[src/rtl/ffclp_pkg.sv]
`timescale 1ns / 1ps

package ffclp_pkg;

  localparam int MaxLine = 128;

  localparam logic [7:0] CharComma = 8'h2c;
  localparam logic [7:0] CharDot   = 8'h2e;
  localparam logic [7:0] CharZero  = 8'h30;
  localparam logic [7:0] CharNine  = 8'h39;
  localparam logic [7:0] CharFive  = 8'h35;

  localparam logic [2:0] OffComma = 3'd0;
  localparam logic [2:0] OffDot   = 3'd4;

  localparam int PfxTemp = 0;
  localparam int PfxAnt  = 1;
  localparam int PfxOk   = 2;
  localparam int PfxName = 3;

  typedef enum logic [2:0] {
    KindUnknown = 3'd0,
    KindTemp    = 3'd1,
    KindAnt     = 3'd2,
    KindOk      = 3'd3,
    KindName    = 3'd4,
    KindOld     = 3'd5
  } kind_e;

  // one classified byte, handed from front to back
  typedef struct packed {
    logic [3:0] kill;
    logic       chk;
    logic [1:0] grp;
    logic [2:0] off;
    logic       at30;
    logic       is_comma;
    logic       is_dot;
    logic       is_digit;
    logic       is_five;
    logic [3:0] digit;
    logic       last;
    logic [1:0] chan;
    logic       len11;
    logic       len31;
    logic       len32;
  } op_t;

  typedef struct packed {
    kind_e           kind;
    logic            ok;
    logic [1:0]      chan;
    logic [3:0][9:0] ints;
    logic [3:0][6:0] decs;
  } res_t;

  function automatic logic [2:0] pfx_len(input logic [1:0] idx);
    logic [2:0] r;
    case (idx)
      2'd0:    r = 3'd4;
      2'd1:    r = 3'd3;
      2'd2:    r = 3'd2;
      default: r = 3'd5;
    endcase
    return r;
  endfunction

  function automatic logic [7:0] pfx_char(input logic [1:0] idx, input logic [2:0] j);
    logic [7:0] r;
    r = 8'h00;
    case (idx)
      2'd0: begin
        case (j)
          3'd0:    r = 8'h74;
          3'd1:    r = 8'h65;
          3'd2:    r = 8'h6d;
          3'd3:    r = 8'h70;
          default: r = 8'h00;
        endcase
      end
      2'd1: begin
        case (j)
          3'd0:    r = 8'h61;
          3'd1:    r = 8'h6e;
          3'd2:    r = 8'h74;
          default: r = 8'h00;
        endcase
      end
      2'd2: begin
        case (j)
          3'd0:    r = 8'h6f;
          3'd1:    r = 8'h6b;
          default: r = 8'h00;
        endcase
      end
      default: begin
        case (j)
          3'd0:    r = 8'h6e;
          3'd1:    r = 8'h61;
          3'd2:    r = 8'h6d;
          3'd3:    r = 8'h65;
          3'd4:    r = 8'h3a;
          default: r = 8'h00;
        endcase
      end
    endcase
    return r;
  endfunction

endpackage

[src/rtl/ffclp_front.sv]
`timescale 1ns / 1ps

module ffclp_front #(
  parameter int MAX_LINE = ffclp_pkg::MaxLine
) (
  input  logic             clk_i,
  input  logic             rst_ni,
  input  logic             valid_i,
  input  logic             ready_i,
  input  logic [7:0]       byte_i,
  input  logic [1:0]       chan_i,
  input  logic             last_i,
  output ffclp_pkg::op_t   op_o
);

  localparam int PosW = $clog2(MAX_LINE);

  logic [PosW-1:0] pos_q, pos_d;
  logic [PosW:0]   len;
  logic [4:0]      q5;
  logic [1:0]      grp;
  logic [4:0]      off5;

  assign len = {1'b0, pos_q} + (PosW+1)'(1);
  assign q5  = pos_q[4:0] - 5'd4;

  always_comb begin
    if (q5 >= 5'd21) begin
      grp = 2'd3;
    end else if (q5 >= 5'd14) begin
      grp = 2'd2;
    end else if (q5 >= 5'd7) begin
      grp = 2'd1;
    end else begin
      grp = 2'd0;
    end
    off5 = q5 - {grp, 3'b000} + {3'b000, grp};
  end

  always_comb begin
    for (int i = 0; i < 4; i++) begin
      op_o.kill[i] =
        ((pos_q < PosW'(ffclp_pkg::pfx_len(2'(i)))) &&
         (byte_i != ffclp_pkg::pfx_char(2'(i), pos_q[2:0]))) ||
        (last_i && (len < (PosW+1)'(ffclp_pkg::pfx_len(2'(i)))));
    end
    op_o.chk      = (pos_q >= PosW'(4)) && ({1'b0, pos_q} <= (PosW+1)'(31));
    op_o.grp      = grp;
    op_o.off      = off5[2:0];
    op_o.at30     = (pos_q == PosW'(30));
    op_o.is_comma = (byte_i == ffclp_pkg::CharComma);
    op_o.is_dot   = (byte_i == ffclp_pkg::CharDot);
    op_o.is_digit = (byte_i >= ffclp_pkg::CharZero) && (byte_i <= ffclp_pkg::CharNine);
    op_o.is_five  = (byte_i == ffclp_pkg::CharFive);
    op_o.digit    = byte_i[3:0];
    op_o.last     = last_i;
    op_o.chan     = chan_i;
    op_o.len11    = (len >= (PosW+1)'(11));
    op_o.len31    = (len >= (PosW+1)'(31));
    op_o.len32    = (len >= (PosW+1)'(32));
  end

  always_comb begin
    pos_d = pos_q;
    if (valid_i && ready_i) begin
      if (last_i) begin
        pos_d = '0;
      end else if (pos_q < PosW'(MAX_LINE - 1)) begin
        pos_d = pos_q + PosW'(1);
      end
    end
  end

  always_ff @(posedge clk_i or negedge rst_ni) begin
    if (!rst_ni) begin
      pos_q <= '0;
    end else begin
      pos_q <= pos_d;
    end
  end

endmodule

[src/rtl/ffclp_fifo.sv]
`timescale 1ns / 1ps

module ffclp_fifo (
  input  logic           clk_i,
  input  logic           rst_ni,
  input  logic           push_i,
  input  ffclp_pkg::op_t data_i,
  output logic           full_o,
  input  logic           pop_i,
  output logic           valid_o,
  output ffclp_pkg::op_t data_o
);

  ffclp_pkg::op_t mem_q [2];
  logic           wr_q, wr_d;
  logic           rd_q, rd_d;
  logic [1:0]     cnt_q, cnt_d;
  logic           do_push, do_pop;

  assign full_o  = (cnt_q == 2'd2);
  assign valid_o = (cnt_q != 2'd0);
  assign data_o  = mem_q[rd_q];
  assign do_push = push_i && !full_o;
  assign do_pop  = pop_i && valid_o;

  always_comb begin
    wr_d  = do_push ? ~wr_q : wr_q;
    rd_d  = do_pop ? ~rd_q : rd_q;
    cnt_d = cnt_q + 2'(do_push) - 2'(do_pop);
  end

  always_ff @(posedge clk_i or negedge rst_ni) begin
    if (!rst_ni) begin
      wr_q  <= 1'b0;
      rd_q  <= 1'b0;
      cnt_q <= 2'd0;
    end else begin
      wr_q  <= wr_d;
      rd_q  <= rd_d;
      cnt_q <= cnt_d;
    end
  end

  always_ff @(posedge clk_i) begin
    if (do_push) begin
      mem_q[wr_q] <= data_i;
    end
  end

endmodule

[src/rtl/ffclp_back.sv]
`timescale 1ns / 1ps

module ffclp_back (
  input  logic             clk_i,
  input  logic             rst_ni,
  input  logic             op_valid_i,
  input  ffclp_pkg::op_t   op_i,
  output logic             op_ready_o,
  output logic             res_valid_o,
  input  logic             res_ready_i,
  output ffclp_pkg::res_t  res_o
);

  logic [3:0]       flags_q, flags_d;
  logic             err_q, err_d;
  logic             ant5_q, ant5_d;
  logic [3:0][9:0]  int_q, int_d;
  logic [3:0][6:0]  dec_q, dec_d;
  logic             out_valid_q;
  ffclp_pkg::res_t  res_q, res_d;
  logic             slot_free, fire;
  logic             temp_on, ant_on, act, bad;
  logic             show0, show123;

  assign slot_free   = !out_valid_q || res_ready_i;
  assign op_ready_o  = !op_i.last || slot_free;
  assign fire        = op_valid_i && op_ready_o;
  assign res_valid_o = out_valid_q;
  assign res_o       = res_q;

  always_comb begin
    flags_d = flags_q & ~op_i.kill;
    temp_on = flags_d[ffclp_pkg::PfxTemp];
    ant_on  = flags_d[ffclp_pkg::PfxAnt];
    ant5_d  = ant5_q | (ant_on && op_i.chk && op_i.at30 && op_i.is_five);
    act     = op_i.chk && (temp_on ? (op_i.grp == 2'd0) : ant_on);
    if (op_i.off == ffclp_pkg::OffComma) begin
      bad = !op_i.is_comma;
    end else if (op_i.off == ffclp_pkg::OffDot) begin
      bad = temp_on && !op_i.is_dot;
    end else begin
      bad = !op_i.is_digit;
    end
    err_d = err_q | (act && bad);
    int_d = int_q;
    dec_d = dec_q;
    for (int k = 0; k < 4; k++) begin
      if (act && op_i.is_digit && (op_i.grp == 2'(k))) begin
        if ((op_i.off != ffclp_pkg::OffComma) && (op_i.off < ffclp_pkg::OffDot)) begin
          int_d[k] = {int_q[k][6:0], 3'b000} + {int_q[k][8:0], 1'b0} + {6'd0, op_i.digit};
        end else if (op_i.off > ffclp_pkg::OffDot) begin
          dec_d[k] = {dec_q[k][3:0], 3'b000} + {dec_q[k][5:0], 1'b0} + {3'd0, op_i.digit};
        end
      end
    end
  end

  always_comb begin
    res_d.kind = ffclp_pkg::KindUnknown;
    res_d.ok   = 1'b0;
    res_d.chan = op_i.chan;
    if (flags_d[ffclp_pkg::PfxTemp]) begin
      res_d.kind = ffclp_pkg::KindTemp;
      res_d.ok   = !err_d && op_i.len11;
    end else if (flags_d[ffclp_pkg::PfxAnt]) begin
      if (!ant5_d || !op_i.len31) begin
        res_d.kind = ffclp_pkg::KindOld;
      end else begin
        res_d.kind = ffclp_pkg::KindAnt;
        res_d.ok   = !err_d && op_i.len32;
      end
    end else if (flags_d[ffclp_pkg::PfxOk]) begin
      res_d.kind = ffclp_pkg::KindOk;
      res_d.ok   = 1'b1;
    end else if (flags_d[ffclp_pkg::PfxName]) begin
      res_d.kind = ffclp_pkg::KindName;
      res_d.ok   = 1'b1;
    end
    show0   = res_d.ok && ((res_d.kind == ffclp_pkg::KindTemp) ||
                           (res_d.kind == ffclp_pkg::KindAnt));
    show123 = res_d.ok && (res_d.kind == ffclp_pkg::KindAnt);
    for (int k = 0; k < 4; k++) begin
      if ((k == 0) ? show0 : show123) begin
        res_d.ints[k] = int_d[k];
        res_d.decs[k] = dec_d[k];
      end else begin
        res_d.ints[k] = '0;
        res_d.decs[k] = '0;
      end
    end
  end

  always_ff @(posedge clk_i or negedge rst_ni) begin
    if (!rst_ni) begin
      flags_q     <= 4'hf;
      err_q       <= 1'b0;
      ant5_q      <= 1'b0;
      int_q       <= '0;
      dec_q       <= '0;
      out_valid_q <= 1'b0;
    end else begin
      if (fire) begin
        if (op_i.last) begin
          flags_q <= 4'hf;
          err_q   <= 1'b0;
          ant5_q  <= 1'b0;
          int_q   <= '0;
          dec_q   <= '0;
        end else begin
          flags_q <= flags_d;
          err_q   <= err_d;
          ant5_q  <= ant5_d;
          int_q   <= int_d;
          dec_q   <= dec_d;
        end
      end
      if (fire && op_i.last) begin
        out_valid_q <= 1'b1;
      end else if (res_ready_i) begin
        out_valid_q <= 1'b0;
      end
    end
  end

  always_ff @(posedge clk_i) begin
    if (fire && op_i.last) begin
      res_q <= res_d;
    end
  end

endmodule

[src/rtl/fixed_field_command_line_parser.sv]
`timescale 1ns / 1ps

// channel   dir  tdata                            tuser                     tlast
// s_axis    in   rx_byte[7:0]                     line_channel[1:0]         line_end
// m_axis    out  field0..3 int/dec, 68 of 72 bits kind[2:0] ok[3] chan[5:4] -
//
// one byte accepted per cycle while the queue is not full; the record is registered as the last byte leaves the queue
// the front holds the byte position, a two-entry queue feeds the back accumulators
// reset puts the block straight into the start-of-line state, no clearing pass
// a record waiting on m_axis stalls only the back on the next last byte; the queue
// keeps taking bytes until it is full

module fixed_field_command_line_parser #(
  parameter int MAX_LINE = ffclp_pkg::MaxLine
) (
  input  logic        clk_i,
  input  logic        rst_ni,
  input  logic        s_axis_tvalid,
  output logic        s_axis_tready,
  input  logic [7:0]  s_axis_tdata,   // rx_byte[7:0]
  input  logic [1:0]  s_axis_tuser,   // line_channel[1:0]
  input  logic        s_axis_tlast,
  output logic        m_axis_tvalid,
  input  logic        m_axis_tready,
  // field0_int, field0_dec, field1_int, field1_dec, field2_int, field2_dec,
  // field3_int, field3_dec, zero pad
  output logic [71:0] m_axis_tdata,
  // command_kind[2:0], parse_ok, source_channel[1:0]
  output logic [5:0]  m_axis_tuser
);

  ffclp_pkg::op_t  front_op, q_op;
  ffclp_pkg::res_t res;
  logic            q_full, q_valid, q_pop;

  assign s_axis_tready = !q_full;

  ffclp_front #(
    .MAX_LINE(MAX_LINE)
  ) u_front (
    .clk_i  (clk_i),
    .rst_ni (rst_ni),
    .valid_i(s_axis_tvalid),
    .ready_i(s_axis_tready),
    .byte_i (s_axis_tdata),
    .chan_i (s_axis_tuser),
    .last_i (s_axis_tlast),
    .op_o   (front_op)
  );

  ffclp_fifo u_fifo (
    .clk_i  (clk_i),
    .rst_ni (rst_ni),
    .push_i (s_axis_tvalid),
    .data_i (front_op),
    .full_o (q_full),
    .pop_i  (q_pop),
    .valid_o(q_valid),
    .data_o (q_op)
  );

  ffclp_back u_back (
    .clk_i      (clk_i),
    .rst_ni     (rst_ni),
    .op_valid_i (q_valid),
    .op_i       (q_op),
    .op_ready_o (q_pop),
    .res_valid_o(m_axis_tvalid),
    .res_ready_i(m_axis_tready),
    .res_o      (res)
  );

  assign m_axis_tuser = {res.chan, res.ok, res.kind};
  assign m_axis_tdata = {4'd0,
                         res.decs[3], res.ints[3], res.decs[2], res.ints[2],
                         res.decs[1], res.ints[1], res.decs[0], res.ints[0]};

  a_back_stall: assert property (@(posedge clk_i) disable iff (!rst_ni)
    (q_valid && !q_pop) |-> (q_op.last && m_axis_tvalid && !m_axis_tready))
    else $error("back stalled without a pending record");

  a_ready_low: assert property (@(posedge clk_i) disable iff (!rst_ni)
    !s_axis_tready |-> q_valid)
    else $error("input stalled with an empty queue");

  a_rec_origin: assert property (@(posedge clk_i) disable iff (!rst_ni)
    $rose(m_axis_tvalid) |-> $past(q_valid && q_pop && q_op.last))
    else $error("record without a last byte");

  a_ok_kind: assert property (@(posedge clk_i) disable iff (!rst_ni)
    (m_axis_tvalid && res.ok) |->
      (res.kind != ffclp_pkg::KindUnknown && res.kind != ffclp_pkg::KindOld))
    else $error("parse_ok on unknown or old antenna");

endmodule

[config.mk]
export PLATFORM = sky130hd
export DESIGN_NAME = fixed_field_command_line_parser
export DESIGN_NICKNAME = d
export VERILOG_FILES = /design/src/rtl/ffclp_pkg.sv /design/src/rtl/ffclp_front.sv /design/src/rtl/ffclp_fifo.sv /design/src/rtl/ffclp_back.sv /design/src/rtl/fixed_field_command_line_parser.sv
export SDC_FILE = /design/constraint.sdc
export NUM_CORES = 1
export LEC_CHECK = 0
export BUFFER_PORTS_ARGS = -buffer_cell sky130_fd_sc_hd__buf_2
export CELL_PAD_IN_SITES_DETAIL_PLACEMENT = 0
export CELL_PAD_IN_SITES_GLOBAL_PLACEMENT = 1
export CORE_UTILIZATION = 43
export CTS_BUF_LIST = sky130_fd_sc_hd__clkbuf_8
export CTS_CLUSTER_SIZE = 16
export DETAILED_ROUTE_END_ITERATION = 10
export GPL_TIMING_DRIVEN = 0
export MAX_ROUTING_LAYER = met4
export PLACE_DENSITY = 0.69
export SLEW_MARGIN = 20
export SYNTH_ARGS = -nofsm -noshare
export SYNTH_HDL_FRONTEND = slang
export SYNTH_SLANG_ARGS = --single-unit
[constraint.sdc]
create_clock -name clk_i -period 7.8 [get_ports clk_i]
set_input_delay 0.39 -clock clk_i [delete_from_list [all_inputs] [get_ports clk_i]]
set_output_delay 0.39 -clock clk_i [all_outputs]
set_load 0.05 [all_outputs]
== After elaboration in Yosys (flattened, before gate mapping) ==
Memories as Yosys holds them, arrays and structs flattened.
Cells that the tools add are included.

* Register bits: 160
* Memory bits (writable): 50
* Memories: 1

{| class="wikitable"
|+ Memory list
! name !! depth !! width !! rd ports !! clocked after Yosys merged registers in !! write ports !! RTL line !! text
|-
| u_fifo.mem_q || 2 || 25 || 1 || 0 || 1 || ffclp_fifo.sv:14 || <nowiki>ffclp_pkg::op_t mem_q [2];</nowiki>
|}

* Add/sub/neg operators: 23
* Magnitude comparators: 21
* Equal/unequal tests: 19
* Mux-type cells: 47
* Bitwise operators: 6
* Reduce and logical (&&, ||, !) cells: 54

{| class="wikitable"
|+ Operator list
! operator !! count
|-
| two-way mux 7 bit || 14
|-
| two-way mux 10 bit || 8
|-
| adder 10 bit || 4
|-
| adder 10 x 4 -> 10 bit || 4
|-
| two-way mux 40 bit || 1
|-
| case mux 7 bit (5 select lines) || 1
|-
| != test 8 x 7 -> 1 bit || 4
|-
| logical AND 1 bit || 29
|-
| adder 7 x 4 -> 7 bit || 4
|-
| adder 7 bit || 4
|-
| two-way mux 28 bit || 1
|-
| case mux 7 bit (4 select lines) || 1
|-
| == test 8 x 6 -> 1 bit, second input constant || 3
|-
| case mux 7 bit (3 select lines) || 1
|-
| two-way mux 4 bit || 5
|-
| >= comparator 8 x 6 -> 1 bit, second input constant || 2
|-
| < comparator 8 x 2 -> 1 bit, second input constant || 2
|-
| < comparator 8 x 3 -> 1 bit, second input constant || 2
|-
| < comparator 7 x 2 -> 1 bit, second input constant || 2
|-
| < comparator 7 x 3 -> 1 bit, second input constant || 2
|-
| case mux 7 bit (2 select lines) || 1
|-
| two-way mux 1 bit || 11
|-
| == test 3 x 2 -> 1 bit, second input constant || 3
|-
| logical NOT 1 bit || 9
|-
| other kinds (35) || 52
|}

== Depth between registers and ports, before layout ==
Gate-level depths: netlist of the first run.
An unclocked memory read counts as a cell.

* Word-level depth: 16
* Mapped depth: 15
* Depth with buffers taken out: 11

== Modules after synthesis ==
From an unflattened synthesis of the first run, not the netlist that was laid out.

* Cell total of the unflattened synthesis: 1131
* Area, all modules: 12523.3 µm²

{| class="wikitable"
|+ By module, submodules not included
! module !! times used !! cells each !! area an instance (µm²)
|-
| ffclp_back || 1 || 851 || 9127.5
|-
| ffclp_fifo || 1 || 96 || 2090.8
|-
| ffclp_front || 1 || 178 || 1267.5
|-
| fixed_field_command_line_parser || 1 || 6 || 37.5
|}

== Worst setup path after synthesis of the first run ==
No wires, ideal clock.

* Path kind: register to register
* From: reg u_fifo.rd_q
* To: reg u_back.res_q, in the netlist u_back.res_o[56] (data pin)
* Data arrival time: 3.572 ns
* Path slack: 3.964 ns
* Cell stages (with the launch flop): 14
* Path buffers: 4
* Clock period less this slack: 3.836 ns
* Path through: dfrtp_1 buf_6 buf_8 buf_6 buf_2 mux2i_1 fa_1 fa_1 nor2b_1 o21a_1 o21ai_0 mux2_2 o21ai_0 a21oi_1

* Longest elaborated chain between the ends: 14

{| class="wikitable"
|+ RTL lines
! element !! RTL line !! text
|-
| start, declared || ffclp_fifo.sv:16 || <nowiki>logic rd_q, rd_d;</nowiki>
|-
| start signal, assigned || ffclp_fifo.sv:39 || <nowiki>rd_q <= rd_d;</nowiki>
|-
| memory (2 x 25 bit) * || - ||
|-
| inverter 4 bit || ffclp_back.sv:32 || <nowiki>flags_d = flags_q & ~op_i.kill;</nowiki>
|-
| bitwise AND 4 bit || ffclp_back.sv:32 ||
|-
| logical AND 1 bit (on tied branches) || ffclp_back.sv:35, ffclp_back.sv:40 ||
|-
| logical AND 1 bit or two-way mux 1 bit (tied branches) || ffclp_back.sv:35, ffclp_back.sv:39 ||
|-
| logical AND 1 bit or two-way mux 1 bit (tied branches) || ffclp_back.sv:35, ffclp_back.sv:37 ||
|-
| OR 1 bit or logical AND 1 bit (tied branches) || ffclp_back.sv:35, ffclp_back.sv:44 ||
|-
| logical NOT 1 bit or OR 1 bit (tied branches) || ffclp_back.sv:66, ffclp_back.sv:44 ||
|-
| logical OR 1 bit or logical NOT 1 bit (tied branches) || ffclp_back.sv:66, ffclp_back.sv:64, ffclp_back.sv:70 ||
|-
| two-way mux 3 bit or logical AND 1 bit (tied branches) || ffclp_back.sv:66, ffclp_back.sv:70 ||
|-
| two-way mux 4 bit or two-way mux 1 bit (tied branches) || ffclp_back.sv:65, ffclp_back.sv:66 ||
|-
| two-way mux 4 bit (on tied branches) || ffclp_back.sv:62, ffclp_back.sv:65 ||
|-
| == test 3 x 2 -> 1 bit or two-way mux 4 bit (tied branches) || ffclp_back.sv:81, ffclp_back.sv:62 ||
|-
| logical AND 1 bit || ffclp_back.sv:81 || <nowiki>show123 = res_d.ok && (res_d.kind == ffclp_pkg::KindAnt);</nowiki>
|-
| end signal, assigned || ffclp_back.sv:127 || <nowiki>res_q <= res_d;</nowiki>
|-
| end, declared || ffclp_back.sv:20 || <nowiki>ffclp_pkg::res_t res_q, res_d;</nowiki>
|}

Mark *: on every way between the ends. The rest lies on a longest branch, timed or not.
A chain may end at the register's enable or synchronous reset.

== Worst setup path in the final report of the first run ==
* From: reg u_fifo.rd_q
* To: reg u_back.res_q, in the netlist u_back.res_o[67] (data pin)

The elaborated chain is that of the path after synthesis.

==> impl_results.md, run 1 <==
- Setup violators final: 0
- CTS H-tree lvls: 2
- Mean Syn Cell Area: 11.3 µm²
- First-pass GRT wire length: approximately 45 mm
- Post-synth top flop: edfxtp_1
- Synthesized area: around 12,000 µm²
- Finished Layout Cells: between 1.5k and 2k
- Top post-synthesis cells by area: edfxtp_1, dfrtp_1, ha_1
- Post-Route WL: around 28 mm
- Dpl cells: 1,570
- Cells after Synth: between 1k and 1.5k
- RSZ-0062 raised after global routing: no
- Synth-to-Final Area Change: 14.4%
- P per Cell Area: roughly 320 nW/µm²
- Hold Crit Class: input pin to flop
- Final Hold Vio Count: 0
- Sink Count: 210
- PortBufs: 90
- Crit end category: flop
- # IOs: between 90 and 100
- Sequential area share after synthesis: a little under half
- Slew Viols, Final: 0
- Clock Tree Buf Depth: 3
- Core Region: 28,000 µm²
- Period utilization: 54.2%
- DR iter-0 viols: 509
- Pin count of the biggest net entering global routing: 70
- Worst setup path category: flop to flop
- Post-layout util: between 50% and 60%
- Final ANT Viol Nets: 0
- Setup Total Neg Slack: 0 ns
- Vias in the first global route: around 8.5k
- YS warnings: 0
- NumNets Final: 1,366
- Async S/R FF share, synth: about two fifths
- Worst Path Required: 8.14 ns
- Share of layout cells above drive strength 1: 18.9%
- Pre-antenna DRT Iters: 5
- Post_cts resized: 0
- Routability cong.: ~0.84
- Global route total overflow: 0
- Post-synth EDFFs: ~120
- Initial antenna violation count: 0
- Yosys top cell area share: between 30 and 40%
- CP startpoint kind: flop
- Fmax: 236 MHz
- Row Count: 61
- Drt wl/cell: ~17 µm
- CTS buffer count: 39
- Worst-Margin Slew: 1.19 ns
- CP max FO: 10
- Die height: 172 µm
- Minimum clock period: about 4.2 ns
- Clock root buffer: clkbuf_8
- Clock transition at the registers of the reported paths: 0.06 ns
- Die width: 172 µm
- Run status: complete, no violations
- GRT Total Usage: about 20%
- Flops & latches, synth: 210
- Post-route cell area: 14,100 µm²
- DRC: 0
- Vias: ~8.6k
- Fin Clk Skew: 0.0168 ns
- Placed cell area: ~13,000 µm²
- CP Data Arrival Time: roughly 4.6 ns
- Max-cap violations: 0
- Peak supply drop: approximately 0.18 mV
- Die area: between 20,000 and 30,000 µm²
- Cell taking the most area after synthesis: edfxtp_1
- Leak pwr: 6.16 nW
- HPWL after DPL: 20.4 mm
- Latest clock arrival within the worst-skew pair: 0.53 ns
- Slew HR: 19.9%
- Setup Buffers After CTS: 0
- Initial core utilization: 44.2%
- Post-synth cell types: 83
- CTS tree: built
- Antenna cells: 0
- Vias per cell: between 5 and 6
cells by family (layout without fill, tap and decap cells):
logic type | count (synthesis) | after routing | synth area share (%)
compound gates | 243 | 243 | 14.6
xor+xnor | 61 | 61 | 4.32
fa+ha+maj | 117 | 117 | 12.9
buf+inv | 104 | 267 | 3.86
flops | 210 | 210 | 47.5
mux | 50 | 50 | 4.48
other cells | 1 | 4 | 0.0303
simple gates | 310 | 310 | 12.3
flip-flops by register name (all words and copies together) (netlist names):
name and count:
u_back.res_o 74, u_fifo.mem_q 50, u_back.int_q 40, u_back.dec_q 28, u_front.pos_q 7, u_back.flags_q 4, u_fifo.cnt_q 2, u_back.ant5_q 1
u_back.err_q 1, u_back.res_valid_o 1, u_fifo.rd_q 1, u_fifo.wr_q 1
area by class of cell:
cell class	instances	area, µm²
repair buffers	94	522
fillers	2657	13900
plain buffers	37	226
inverters	67	254
multi-input cells	785	6030
well taps	378	473
flip-flops and latches	210	5880
clock buffers	44	606
clock inverters	25	155
metal layers:
| layer | vias to the layer above | global-route usage, % | share of wire (%) |
|---|---|---|---|
| met5 | - | - | 0 |
| met4 | 0 | 5.75 | 2.2 |
| met3 | 45 | 2.65 | 3.1 |
| met2 | 146 | 33.5 | 48 |
| met1 | 4141 | 26.6 | 47 |
| li1 | 4259 | - | - |
synthesized netlist by cell type (all sizes together), types with 6 or more instances:
master and number:
a211oi 12, o211ai 10, ha 100, and3 10
dfrtp 82, xor2 20, clkbuf 13, a21o 17
mux2 11, a22o 53, o21ai 43, o21a 7
xnor2 41, nand3 23, nor2b 8, fa 17
nor2 95, mux2i 39, buf 24, nor3 26
edfxtp 124, nor3b 7, nand2b 7, nand2 103
nor4 6, inv 67, a21oi 57
final timing paths:
kind	endpoint	slack, ns	cells after the start	from
worst max register to register	u_back.res_o[67]	3.57	15	u_fifo.rd_q
min in group asynchronous	u_back.int_q[26]	0.27	2	rst_ni
max in group asynchronous	u_back.flags_q[2]	6.84	3	rst_ni
worst min register to register	u_back.int_q[39]	0.47	1	u_back.int_q[39]
worst min-delay path	u_fifo.mem_q[0][4]	0.06	1	s_axis_tuser[1]
worst max-delay path	u_back.res_o[67]	3.57	15	u_fifo.rd_q
critical path: stages (launching register included):
cell and delay (ns):
dfrtp_1 0.34, buf_6 0.15, buf_8 0.17, buf_6 0.17, buf_2 0.31, mux2i_2 0.46, buf_4 0.29, fa_1 0.43
inv_1 0.11, ha_1 0.23, a21oi_1 0.19, o211ai_1 0.16, o41ai_1 0.33, xnor2_1 0.20, or2_2 0.31, a21oi_1 0.18
cell usage in the layout, fill, tap and decap left out, drive strengths merged, types with 5 or more instances in the layout:
master	Yosys	layout
clkinv	0	12
nor3b	7	7
and3	10	10
o31ai	5	5
o21bai	5	5
o21a	7	7
edfxtp	124	124
nor2	95	95
nand3	23	23
nand2b	7	7
xnor2	41	41
nand2	103	103
mux2	11	11
nor2b	8	8
a211oi	12	12
a21oi	57	57
a22o	53	53
or3	5	5
inv	67	77
nor3	26	26
dfrtp	82	82
o211ai	10	10
a31oi	5	5
xor2	20	20
a21o	17	17
ha	100	100
nor4	6	6
buf	24	117
mux2i	39	39
a21boi	5	5
fa	17	17
o21ai	43	43
nand4	5	5
clkbuf	13	57
metrics by stage:
step / hold slack (ns) / power (mW) / setup WS [ns]
2_1_floorplan: 0.0944 / 3.03 / 3.96
3_3_place_gp: 0.460 / 3.49 / 2.71
3_5_place_dp: 0.249 / 3.52 / 3.52
4_1_cts: 0.0361 / 4.57 / 3.51
5_1_grt: 0.0349 / 4.77 / 3.32
6_report: 0.0649 / 4.51 / 3.57
power breakdown:
| part | internal (mW) | switching, mW |
|---|---|---|
| combinational | 0.470 | 1.38 |
| sequential | 1.52 | 0.0998 |
| clock | 0.581 | 0.453 |
| total | 2.57 | 1.93 |
repair_timing:
item	4_1_cts	5_1_grt
endpoints found under the setup margin	0	0
hold buffers	1	0
hold endpoints to repair	17	0
No activity file was read; power rests on OpenSTA's default activity.
==> inputs of run 2 (changes only) <==
- PLACE_DENSITY: 0.69 -> 0.72
- clock period: 7.8 -> 3.4 ns (I/O delays scaled with it)
==> run 2 against run 1 <==
  * Power rose by 140%
  * Non-clock buffer count up 20
  * Core utilization up 1.3 points
  * Maximum frequency grew 30%
  * First-iteration DRC count grew 6.5%
  * Combinational power increased by 140%
  * Sequential share of layout area fell by 1.0 points
  * Flip-flop and latch count unchanged
  * Sequential power increased by 130%
  * Critical endpoint is now u_back.res_o[13]
  * Largest cell class unchanged
==> impl_results.md, run 2 (synthesis results as in run 1) <==
- Run status: complete, no violations
- Die area: 29,400 µm² (unchanged)
- Post-Route WL: 28.4 mm (+2.0%)
- Max-cap violations: 0 (unchanged)
- Vias: 8,755 (+1.9%)
- Worst Path Required: 3.66 ns (-4.48 ns)
- Pre-antenna DRT Iters: 5 (unchanged)
- Clock transition at the registers of the reported paths: 0.06 ns (about the same)
- Fmax: 307 MHz (+30%)
- Global route total overflow: 0 (unchanged)
- Final ANT Viol Nets: 0 (unchanged)
- Leak pwr: 6.33 nW (+2.8%)
- Initial antenna violation count: 0 (unchanged)
- Vias per cell: 5.27 (+0.56%)
- Share of layout cells above drive strength 1: 21.2% (+2.3 points)
- CP Data Arrival Time: 3.52 ns (-1.05 ns)
- Crit end category: flop
- Clock root buffer: clkbuf_8
- Total power: 10.8 mW (+140%)
- Fillcell total: 2,555 (-3.8%)
- Max FFs per register: 74 (unchanged)
- Die width: 172 µm (unchanged)
- Period utilization: 95.8% (+42 points)
- Slew HR: 50.1% (+30 points)
- Peak supply drop: 0.475 mV (+170%)
- CP startpoint kind: flop
- Worst-Margin Slew: 0.746 ns (-0.448 ns)
- Synth-to-Final Area Change: 17.4%
- Fin Clk Skew: 0.0297 ns (+0.0130 ns)
- # IOs: 95 (unchanged)
- First-pass GRT wire length: 45.0 mm (-0.37%)
- Most common cell after layout, fill and taps aside: edfxtp_1
- Slew Viols, Final: 0 (unchanged)
- Multi-input logic area: 6110 µm² (+1.2%)
- Antenna cells: 0 (unchanged)
- Final Hold Vio Count: 0 (unchanged)
- P per Cell Area: 742 nW/µm² (+130%)
- CTS buffer count: 38 (-2.6%)
- Die height: 172 µm (unchanged)
- CTS H-tree lvls: 2 (unchanged)
- Clock Tree Buf Depth: 3 (unchanged)
- NumNets Final: 1,386 (+1.5%)
- Latest clock arrival within the worst-skew pair: 0.53 ns (about the same)
- Row Count: 61 (unchanged)
- Minimum clock period: 3.26 ns (-0.972 ns)
- Sink Count: 210 (unchanged)
- HPWL after DPL: 20.5 mm (+0.59%)
- Worst setup path category: flop to flop
- Hold Crit Class: input pin to async pin
- RSZ-0062 raised after global routing: yes
- DR iter-0 viols: 542 (+6.5%)
- Drt wl/cell: 17.1 µm (+0.67%)
- Vias in the first global route: 8,540 (+0.67%)
- CTS tree: built
- CP max FO: 9 (-1)
- Pin count of the biggest net entering global routing: 65 (-7.1%)
- Initial core utilization: 44.2% (unchanged)
- Post-layout util: 51.8% (+1.3 points)
- GRT Total Usage: 20.4% (-0.080 points)
- DRC: 0 (unchanged)
- Core Region: 28,000 µm² (unchanged)
- FF/Latch Area: 5880 µm² (unchanged)
- Most frequent cells in the layout: edfxtp_1, nand2_1, ha_1
- PortBufs: 90 (unchanged)
- Setup violators final: 0 (unchanged)
- Routability cong.: 0.843 (+0.26%)
- WHS: 0.0753 ns (+0.0104 ns)
[run 2: cell type report]
cell class / count / area share [%]
multi-input cells: 785 / 42.1
flip-flops and latches: 210 / 40.5
repair buffers: 116 / 5.23
clock buffers: 42 / 3.98
well taps: 378 / 3.26
inverters: 67 / 1.76
clock inverters: 28 / 1.60
plain buffers: 35 / 1.54
repair inverters: 1 / 0.0345
[run 2: metal layers]
metal	GRT usage, %	up-vias	part of all wire [%]
met2	32.4	158	48
met3	2.78	40	3.2
met5	-	-	0
met1	27.0	4234	47
met4	6.09	0	1.9
li1	-	4323	-
[run 2: final timing paths]
check / start / to / slack (ns) / cells after the start
worst min-delay path: rst_ni / u_back.int_q[22] / 0.08 / 2
max in group asynchronous: rst_ni / u_back.flags_q[2] / 2.65 / 3
worst min register to register: u_back.int_q[39] / u_back.int_q[39] / 0.48 / 1
min in group clk_i: s_axis_tvalid / u_fifo.wr_q / 0.08 / 3
worst max-delay path: u_fifo.rd_q / u_back.res_o[13] / 0.14 / 14
worst max register to register: u_fifo.rd_q / u_back.res_o[13] / 0.14 / 14
[run 2: where the power goes]
| group | switching (mW) | total (mW) | internal [mW] |
|---|---|---|---|
| Combinational | 3.23 | 4.50 | 1.28 |
| Clock | 1.08 | 2.53 | 1.45 |
| Sequential | 0.238 | 3.73 | 3.49 |
| Total | 4.54 | 10.8 | 6.22 |
[run 2: through the flow]
stage	setup TNS (ns)	std cells	setup slack [ns]	instance area (µm²)
2_1_floorplan	0	1099	0.00556	12400
3_3_place_gp	-57.50	1567	-0.895	13300
3_5_place_dp	-11.69	1570	-0.895	13400
4_1_cts	0	1652	0.0462	14400
5_1_grt	-0.0224	1662	-0.0149	14500
6_report	0	1662	0.143	14500
[run 2: critical path: stages, from the launching register on]
cell     delay [ns]
dfrtp_1        0.37
buf_6          0.15
buf_16         0.15
mux2i_4        0.21
buf_8          0.16
buf_4          0.13
fa_1           0.47
inv_1          0.06
fa_1           0.45
a21o_1         0.21
a21oi_2        0.15
xnor2_1        0.16
nor2_1         0.06
a21oi_1        0.14
nor2_1         0.10
[run 2: timing repair]
action | in CTS | in global routing
gates cloned | 1 | 1
resized for setup | 10 | 11
hold buffers | 9 | 0
endpoints found under the setup margin | 49 | 69
pin swaps | 2 | 2
setup buffers | 4 | 9
endpoints found under the hold margin | 97 | 0
